==> config.mk <==
export PLATFORM = sky130hd
export DESIGN_NAME = multiturn_position_tracker_flat
export DESIGN_NICKNAME = d
export VERILOG_FILES = /design/src/sv/mpt_pkg.sv /design/src/sv/mpt_in_if.sv /design/src/sv/mpt_out_if.sv /design/src/sv/multiturn_position_tracker.sv /design/src/sv/mpt_core.sv /design/src/flat_wrapper.sv
export SDC_FILE = /design/constraint.sdc
export NUM_CORES = 2
export LEC_CHECK = 0
export BUFFER_PORTS_ARGS = -buffer_cell sky130_fd_sc_hd__buf_2
export CAP_MARGIN = 20
export CORE_MARGIN = 2
export CORE_UTILIZATION = 56
export CTS_CLUSTER_DIAMETER = 150
export DETAILED_ROUTE_END_ITERATION = 10
export PLACE_DENSITY = 0.77
export SYNTH_ARGS = -nofsm -noshare
export SYNTH_HDL_FRONTEND = slang
export SYNTH_SLANG_ARGS = --single-unit
export TNS_END_PERCENT = 10
==> constraint.sdc <==
create_clock -name clk_i -period 7.9 [get_ports clk_i]
set_input_delay 1.58 -clock clk_i [delete_from_list [all_inputs] [get_ports clk_i]]
set_output_delay 1.58 -clock clk_i [all_outputs]
set_load 0.01 [all_outputs]
==> src/sv/mpt_pkg.sv <==
// ----------------------------------------------------------------------------
// mpt_pkg
// Shared types, constants and the delta fold for the multi-turn tracker.
// ----------------------------------------------------------------------------
`default_nettype none

package mpt_pkg;

  localparam int MotorCountDef = 4;
  localparam int MotorW        = 2;
  localparam int PosW          = 32;
  localparam int TorqueW       = 16;
  localparam int CountW        = 32;

  localparam logic [PosW-1:0] WrapHalf = PosW'(8192);
  localparam logic [PosW-1:0] WrapFull = PosW'(16384);
  localparam logic [PosW-1:0] NegHalf  = PosW'(0) - WrapHalf;

  typedef enum logic {
    REQ_SAMPLE = 1'b0,
    REQ_HOME   = 1'b1
  } req_e;

  typedef struct packed {
    req_e                       req_type;
    logic [MotorW-1:0]          motor;
    logic                       frame_ok;
    logic signed [PosW-1:0]     raw_position;
    logic signed [TorqueW-1:0]  raw_torque;
  } item_t;

  typedef struct packed {
    logic [MotorW-1:0]          motor_out;
    logic                       updated;
    logic signed [PosW-1:0]     position_out;
    logic signed [TorqueW-1:0]  torque_out;
    logic [CountW-1:0]          good_frames;
    logic [CountW-1:0]          bad_frames;
  } result_t;

  // fold a raw difference into the half-turn window
  function automatic logic [PosW-1:0] fold_delta(input logic [PosW-1:0] d);
    logic [PosW-1:0] r;
    r = d;
    if (!d[PosW-1] && (d > WrapHalf)) begin
      r = d - WrapFull;
    end else if (d[PosW-1] && (d < NegHalf)) begin
      r = d + WrapFull;
    end
    return r;
  endfunction

endpackage

`default_nettype wire

==> src/sv/mpt_in_if.sv <==
// ----------------------------------------------------------------------------
// mpt_in_if
// Request channel: status samples and home-capture beats.
// ----------------------------------------------------------------------------
`default_nettype none

interface mpt_in_if;
  logic                valid;
  logic                ready;
  logic                req_type;
  logic [1:0]          motor;
  logic                frame_ok;
  logic signed [31:0]  raw_position;
  logic signed [15:0]  raw_torque;

  modport source (
    output valid, req_type, motor, frame_ok, raw_position, raw_torque,
    input  ready
  );
  modport sink (
    input  valid, req_type, motor, frame_ok, raw_position, raw_torque,
    output ready
  );
endinterface

`default_nettype wire

==> src/sv/mpt_out_if.sv <==
// ----------------------------------------------------------------------------
// mpt_out_if
// Result channel: one beat per request.
// ----------------------------------------------------------------------------
`default_nettype none

interface mpt_out_if;
  logic                valid;
  logic                ready;
  logic [1:0]          motor_out;
  logic                updated;
  logic signed [31:0]  position_out;
  logic signed [15:0]  torque_out;
  logic [31:0]         good_frames;
  logic [31:0]         bad_frames;

  modport source (
    output valid, motor_out, updated, position_out, torque_out, good_frames,
           bad_frames,
    input  ready
  );
  modport sink (
    input  valid, motor_out, updated, position_out, torque_out, good_frames,
           bad_frames,
    output ready
  );
endinterface

`default_nettype wire

==> src/sv/multiturn_position_tracker.sv <==
// a request beat passes the input register, then the result register, to result valid
// one request per cycle while results drain, set by the single-pass per-motor update
// while a result waits the input register takes one more beat, then ready drops
// reset: asynchronous active low; clears all per-motor state and both frame counters
// ----------------------------------------------------------------------------
// multiturn_position_tracker
// Unwraps encoder positions of several motors into multi-turn counts with
// home-offset capture and good/bad frame counting.
// ----------------------------------------------------------------------------
`default_nettype none

module multiturn_position_tracker
  import mpt_pkg::*;
#(
  parameter int MOTOR_COUNT = MotorCountDef
) (
  input  logic  clk_i,
  input  logic  rst_ni,
  mpt_in_if.sink    in_i,
  mpt_out_if.source out_o
);

  item_t   item_q, item_d;
  logic    in_vld_q;
  result_t res_q, res_d;
  logic    out_vld_q;
  logic    advance, commit;

  assign advance    = !out_vld_q || out_o.ready;
  assign commit     = in_vld_q && advance;
  assign in_i.ready = !in_vld_q || advance;

  always_comb begin
    item_d.req_type     = req_e'(in_i.req_type);
    item_d.motor        = in_i.motor;
    item_d.frame_ok     = in_i.frame_ok;
    item_d.raw_position = in_i.raw_position;
    item_d.raw_torque   = in_i.raw_torque;
  end

  mpt_core #(
    .MOTOR_COUNT(MOTOR_COUNT)
  ) u_core (
    .clk_i   (clk_i),
    .rst_ni  (rst_ni),
    .en_i    (commit),
    .item_i  (item_q),
    .result_o(res_d)
  );

  always_ff @(posedge clk_i or negedge rst_ni) begin
    if (!rst_ni) begin
      in_vld_q  <= 1'b0;
      out_vld_q <= 1'b0;
    end else begin
      if (in_i.ready) begin
        in_vld_q <= in_i.valid;
      end
      if (advance) begin
        out_vld_q <= in_vld_q;
      end
    end
  end

  always_ff @(posedge clk_i) begin
    if (in_i.ready && in_i.valid) begin
      item_q <= item_d;
    end
    if (commit) begin
      res_q <= res_d;
    end
  end

  assign out_o.valid        = out_vld_q;
  assign out_o.motor_out    = res_q.motor_out;
  assign out_o.updated      = res_q.updated;
  assign out_o.position_out = res_q.position_out;
  assign out_o.torque_out   = res_q.torque_out;
  assign out_o.good_frames  = res_q.good_frames;
  assign out_o.bad_frames   = res_q.bad_frames;

endmodule

`default_nettype wire

==> src/sv/mpt_core.sv <==
// ----------------------------------------------------------------------------
// mpt_core
// Per-motor tracking state, frame counters and the single-pass update.
// ----------------------------------------------------------------------------
`default_nettype none

module mpt_core
  import mpt_pkg::*;
#(
  parameter int MOTOR_COUNT = MotorCountDef
) (
  input  logic    clk_i,
  input  logic    rst_ni,
  input  logic    en_i,
  input  item_t   item_i,
  output result_t result_o
);

  logic [PosW-1:0]    last_q  [MOTOR_COUNT];
  logic [PosW-1:0]    acc_q   [MOTOR_COUNT];
  logic [PosW-1:0]    rel_q   [MOTOR_COUNT];
  logic [PosW-1:0]    phold_q [MOTOR_COUNT];
  logic [TorqueW-1:0] thold_q [MOTOR_COUNT];
  logic [MOTOR_COUNT-1:0] synced_q, homed_q;
  logic [CountW-1:0]  good_q, good_d, bad_q, bad_d;

  logic [MOTOR_COUNT-1:0] sel;
  logic               in_range;
  logic [PosW-1:0]    last_s, acc_s, rel_s, ph_s, pos, fold, acc_f, rel_f;
  logic [TorqueW-1:0] tq_s;
  logic               syn_s, hom_s;
  logic               is_home, good, bad, seed, track;
  logic [PosW-1:0]    last_d, acc_d, rel_d, ph_d;
  logic [TorqueW-1:0] tq_d;

  // motor select and read of the addressed slot
  always_comb begin
    sel    = '0;
    last_s = '0;
    acc_s  = '0;
    rel_s  = '0;
    ph_s   = '0;
    tq_s   = '0;
    syn_s  = 1'b0;
    hom_s  = 1'b0;
    for (int k = 0; k < MOTOR_COUNT; k++) begin
      sel[k] = (PosW'(item_i.motor) == PosW'(k));
      if (sel[k]) begin
        last_s = last_q[k];
        acc_s  = acc_q[k];
        rel_s  = rel_q[k];
        ph_s   = phold_q[k];
        tq_s   = thold_q[k];
        syn_s  = synced_q[k];
        hom_s  = homed_q[k];
      end
    end
  end

  assign in_range = |sel;
  assign pos      = item_i.raw_position;
  assign is_home  = (item_i.req_type == REQ_HOME);
  assign good     = in_range && !is_home && item_i.frame_ok;
  assign bad      = in_range && !is_home && !item_i.frame_ok;
  assign seed     = good && !syn_s;
  assign track    = good && syn_s;

  assign fold  = fold_delta(pos - last_s);
  assign acc_f = acc_s + fold;
  // rel tracks accumulated minus home offset
  assign rel_f = rel_s + fold;

  always_comb begin
    last_d = good ? pos : last_s;
    acc_d  = seed ? pos : (track ? acc_f : acc_s);
    rel_d  = rel_s;
    if (seed) begin
      rel_d = pos;
    end else if (track) begin
      rel_d = rel_f;
    end else if (is_home) begin
      rel_d = '0;
    end
    ph_d   = track ? (hom_s ? rel_f : pos) : ph_s;
    tq_d   = track ? item_i.raw_torque : tq_s;
    good_d = good_q + CountW'(good);
    bad_d  = bad_q + CountW'(bad);
  end

  always_ff @(posedge clk_i or negedge rst_ni) begin
    if (!rst_ni) begin
      synced_q <= '0;
      homed_q  <= '0;
      good_q   <= '0;
      bad_q    <= '0;
      for (int k = 0; k < MOTOR_COUNT; k++) begin
        last_q[k]  <= '0;
        acc_q[k]   <= '0;
        rel_q[k]   <= '0;
        phold_q[k] <= '0;
        thold_q[k] <= '0;
      end
    end else if (en_i) begin
      good_q <= good_d;
      bad_q  <= bad_d;
      for (int k = 0; k < MOTOR_COUNT; k++) begin
        if (sel[k]) begin
          last_q[k]   <= last_d;
          acc_q[k]    <= acc_d;
          rel_q[k]    <= rel_d;
          phold_q[k]  <= ph_d;
          thold_q[k]  <= tq_d;
          synced_q[k] <= syn_s | good;
          homed_q[k]  <= hom_s | is_home;
        end
      end
    end
  end

  always_comb begin
    result_o.motor_out    = item_i.motor;
    result_o.updated      = track;
    result_o.position_out = in_range ? ph_d : '0;
    result_o.torque_out   = in_range ? tq_d : '0;
    result_o.good_frames  = good_d;
    result_o.bad_frames   = bad_d;
  end

endmodule

`default_nettype wire
==> src/flat_wrapper.sv <==
// flat-port wrapper written by rule: the top's interface ports become plain ports
module multiturn_position_tracker_flat import mpt_pkg::*;
#(
  parameter int MOTOR_COUNT = MotorCountDef
)
  (clk_i, rst_ni, in_i_valid, in_i_req_type, in_i_motor, in_i_frame_ok, in_i_raw_position, in_i_raw_torque, in_i_ready, out_o_valid, out_o_motor_out, out_o_updated, out_o_position_out, out_o_torque_out, out_o_good_frames, out_o_bad_frames, out_o_ready);
  mpt_in_if in_i_i ();
  mpt_out_if out_o_i ();
  input  logic clk_i;
  input  logic rst_ni;
  input wire logic [$bits(in_i_i.valid)-1:0] in_i_valid;
  input wire logic [$bits(in_i_i.req_type)-1:0] in_i_req_type;
  input wire logic [$bits(in_i_i.motor)-1:0] in_i_motor;
  input wire logic [$bits(in_i_i.frame_ok)-1:0] in_i_frame_ok;
  input wire logic [$bits(in_i_i.raw_position)-1:0] in_i_raw_position;
  input wire logic [$bits(in_i_i.raw_torque)-1:0] in_i_raw_torque;
  output wire logic [$bits(in_i_i.ready)-1:0] in_i_ready;
  output wire logic [$bits(out_o_i.valid)-1:0] out_o_valid;
  output wire logic [$bits(out_o_i.motor_out)-1:0] out_o_motor_out;
  output wire logic [$bits(out_o_i.updated)-1:0] out_o_updated;
  output wire logic [$bits(out_o_i.position_out)-1:0] out_o_position_out;
  output wire logic [$bits(out_o_i.torque_out)-1:0] out_o_torque_out;
  output wire logic [$bits(out_o_i.good_frames)-1:0] out_o_good_frames;
  output wire logic [$bits(out_o_i.bad_frames)-1:0] out_o_bad_frames;
  input wire logic [$bits(out_o_i.ready)-1:0] out_o_ready;
  assign in_i_i.valid = in_i_valid;
  assign in_i_i.req_type = in_i_req_type;
  assign in_i_i.motor = in_i_motor;
  assign in_i_i.frame_ok = in_i_frame_ok;
  assign in_i_i.raw_position = in_i_raw_position;
  assign in_i_i.raw_torque = in_i_raw_torque;
  assign in_i_ready = in_i_i.ready;
  assign out_o_valid = out_o_i.valid;
  assign out_o_motor_out = out_o_i.motor_out;
  assign out_o_updated = out_o_i.updated;
  assign out_o_position_out = out_o_i.position_out;
  assign out_o_torque_out = out_o_i.torque_out;
  assign out_o_good_frames = out_o_i.good_frames;
  assign out_o_bad_frames = out_o_i.bad_frames;
  assign out_o_i.ready = out_o_ready;
  multiturn_position_tracker #(.MOTOR_COUNT(MOTOR_COUNT)) u_core (.clk_i(clk_i), .rst_ni(rst_ni), .in_i(in_i_i), .out_o(out_o_i));
endmodule
==> results.toml <==
[drt]
vias = 24600
drc = 0
wire_per_inst_um = 21.0
drt_pass1_iterations = 7
vias_per_cell = 6.04
ant_nets = 0
drt_iter0_drc = 2093
wl_um = 85800

[final_layout]
seqCellArea_um2 = 18100
finalNonFillerCells = 4077
multi_input_area_um2 = 15200
nFillCells = 4504
layout-drive-gt1-share_pct = 19.7
diodes = 0
nets = 3362
area_growth_syn_to_layout_pct = 12.9
final_util_pct = 63.8
final_area_um2 = 38500

[clocking]
cts-htree-levels = 3
cts_tree = "yes"
cts.clk_slew.worst_paths_ns = 0.06
clockBufferDepth = 3
cts_buffers = 73
clockRootBuffer = "clkbuf_16"
hold_buffers = 0
clk_latency_ns = 0.64
clock_sinks = 689

[timing]
worst_pin_slew_ns = 1.09
fin_setup_tns_ns = 0
setup_viol = 0
post-route-period-util_pct = 95.9
fmax_mhz = 132
fin_ws_ns = 0.327
fin_hold_ws_ns = 0.475
finClkSkew_ns = 0.0337
report.final.slew_viol_count = 0
slew_headroom_pct = 27.4
finalHoldViolations = 0
final.min_clock_period_ns = 7.57

[pwr]
p_sw_share_pct = 37.4
ir_drop_v = 0.000271
internal_power_mw = 9.24
clock_power_share_pct = 22.8
finalPower_mw = 14.7
p_per_area_nw_per_um2 = 383
p_sw_mw = 5.51
p_leak_nw = 17.9
power_frac_comb_pct = 41.2
p_seq_share_pct = 36.1

[logic_synthesis]
synth_cells = 3082
synthTopCellsByCount = "647 x nand2_1, 522 x dfrtp_1, 283 x o21ai_0"
synthFlopType = "dfrtp_1"
synth_nets = 3209
synth-edff-count = 167
synth.distinct_cells = 77
yosysWarnings = 0
yosysTopAreaCellShare_pct = 38.3
syn_area_um2 = 34100
syn_avg_cell_area_um2 = 11.1
ys_seq_area_share_pct = 53.1
yosys-top-cells-area = "dfrtp_1 38%, edfxtp_1 15%, mux4_2 7.5%"
synth_area_leader_cell = "dfrtp_1"
synthArstFlopShare_pct = 75.8
post-synth-top-count-cell = "nand2_1"
ys_ff_latch = 689

[global_routing]
grt_pass1_vias = 25400
grt_use_met2_pct = 45.7
use_met3_pct = 4.00
grt_max_degree = 189
grt_usage_pct = 27.3
overflow = 0
grt_first_pass_wirelength_um = 135000
grt_util_met1_pct = 34.9
antenna_found_initial = 0
busiest_layer = "met2"

[critical_path]
r2r-end = "u_core.out_o.position_out[30]$_SDFFCE_PP0P_"
critPathCaptureType = "flop"
regToRegStartpoint = "u_core.item_q[49]$_DFFE_PP_"
rr_worst_depth = 31
cp.required_ns = 8.25
arrival_ns = 7.93
r2r_setup_slack_ns = 0.33
crit_path_max_fanout = 14
slowest_stage = "mux4_2"
crit_path_start_kind = "flop"
worstSetupPathType = "flop to flop"
cpPeakStageDelay_ns = 0.52
cpMostUsedCell = "a21o_1"

[run_status]
status = "finished, final reports clean"

[floorplan]
start_util_pct = 56.5
die_h_um = 251
die_area_um2 = 62800
boundaryPins = 173
die_w_um = 251
core_area_um2 = 60200
rows = 90

[placement]
place_congestion = 0.959
hpwl_um = 55500
place_ws_ns = 0.284
dp_cells = 3935
port_buffers = 172
dpl_cell_area_um2 = 35900

[worst_hold_path]
hold_depth = 2
hold_path_startpoint = "u_core.u_core.phold_q[100]$_DFFE_PN0P_"
min_to = "u_core.u_core.phold_q[100]$_DFFE_PN0P_"
hp-class = "flop to flop"

[run]
cap_violations = 0
kinds of logic after synthesis:
| group | share of synthesized area, % |
|---|---|
| muxes | 14.7 |
| and+or+nand+nor | 12.4 |
| DFF | 53.1 |
| AOI/OAI and AO/OA | 9.68 |
| xor gates and xnor gates | 4.71 |
| adders and majority gates | 2.65 |
| buffers and inverters | 2.80 |
layout make-up:
type                       count  area share [%]
clock buffer                 106            5.37
tap                          782            2.54
clock inverter                29           0.696
timing repair buffer         249            4.05
inverter                      79           0.784
sequential                   689            47.0
multi-input combinational   2143            39.6
flip-flops by register name, indices dropped and copies added (netlist names), 52 cells and up:
signal and flops:
u_core.item_q 52, u_core.u_core.phold_q 128, u_core.u_core.thold_q 64, u_core.u_core.last_q 128, u_core.u_core.rel_q 128
repair_timing:
action / CTS / global route
endpoints found under the hold margin: 0 / 0
resized for setup: 0 / 34
endpoints found under the setup margin: 0 / 84
buffers inserted: 0 / 4
layer usage:
layer | part of all wire [%] | vias to the layer above
li1 | - | 11200
met1 | 40 | 12400
met2 | 49 | 877
met3 | 5.6 | 220
met4 | 5.0 | 0
met5 | 0 | -
placed cells by master (no fill, tap or decap), types with 14 or more instances in the layout:
cell         n
a211oi_1    33
mux2_2     130
mux4_2     113
ha_1        68
a21oi_1     73
and3_1      29
o21ai_0    278
nor3_1      30
nand4_1     16
edfxtp_1   167
nand2_1    645
nor2_1     144
inv_1       77
xnor2_1     96
clkbuf_1    25
a21o_1      43
mux2i_1     97
clkbuf_16   77
buf_2      171
nand3_1     51
xor2_1      83
buf_4       70
dfrtp_1    522
and2_1      14
critical path, delay by kind of cell (launching register included):
family	cells	cell delay [ns]
fa+ha+maj	2	0.56
mux	3	1.11
xor+xnor	1	0.14
simple gates	5	1.19
buf+inv	5	0.74
compound gates	15	3.09
flops	1	0.45
power by group through the flow:
| stage | combinational (mW) | sequential, mW | clock [mW] |
|---|---|---|---|
| 2_1_floorplan | 4.22 | 5.21 | 0 |
| 3_3_place_gp | 5.66 | 5.25 | 0 |
| 3_5_place_dp | 5.86 | 5.35 | 0 |
| 4_1_cts | 5.91 | 5.30 | 3.41 |
| 5_1_grt | 6.67 | 5.41 | 3.55 |
| 6_report | 6.07 | 5.32 | 3.36 |
how the worst max path moves through the flow:
stage | from | cells after the start | slack, ns | end
6_report | u_core.item_q[49]$_DFFE_PP_ | 31 | 0.33 | u_core.out_o.position_out[30]$_SDFFCE_PP0P_
5_1_grt | u_core.item_q[49]$_DFFE_PP_ | 31 | -0.07 | u_core.out_o.position_out[30]$_SDFFCE_PP0P_
4_1_cts | u_core.item_q[49]$_DFFE_PP_ | 26 | 0.25 | u_core.u_core.rel_q[31]$_DFFE_PN0P_
3_5_place_dp | u_core.item_q[49]$_DFFE_PP_ | 29 | 0.28 | u_core.u_core.rel_q[31]$_DFFE_PN0P_
3_3_place_gp | u_core.item_q[49]$_DFFE_PP_ | 31 | 0.44 | u_core.u_core.rel_q[127]$_DFFE_PN0P_
2_1_floorplan | u_core.item_q[49]$_DFFE_PP_ | 30 | 0.02 | u_core.u_core.rel_q[127]$_DFFE_PN0P_
Power figures use the tool's default switching activity.
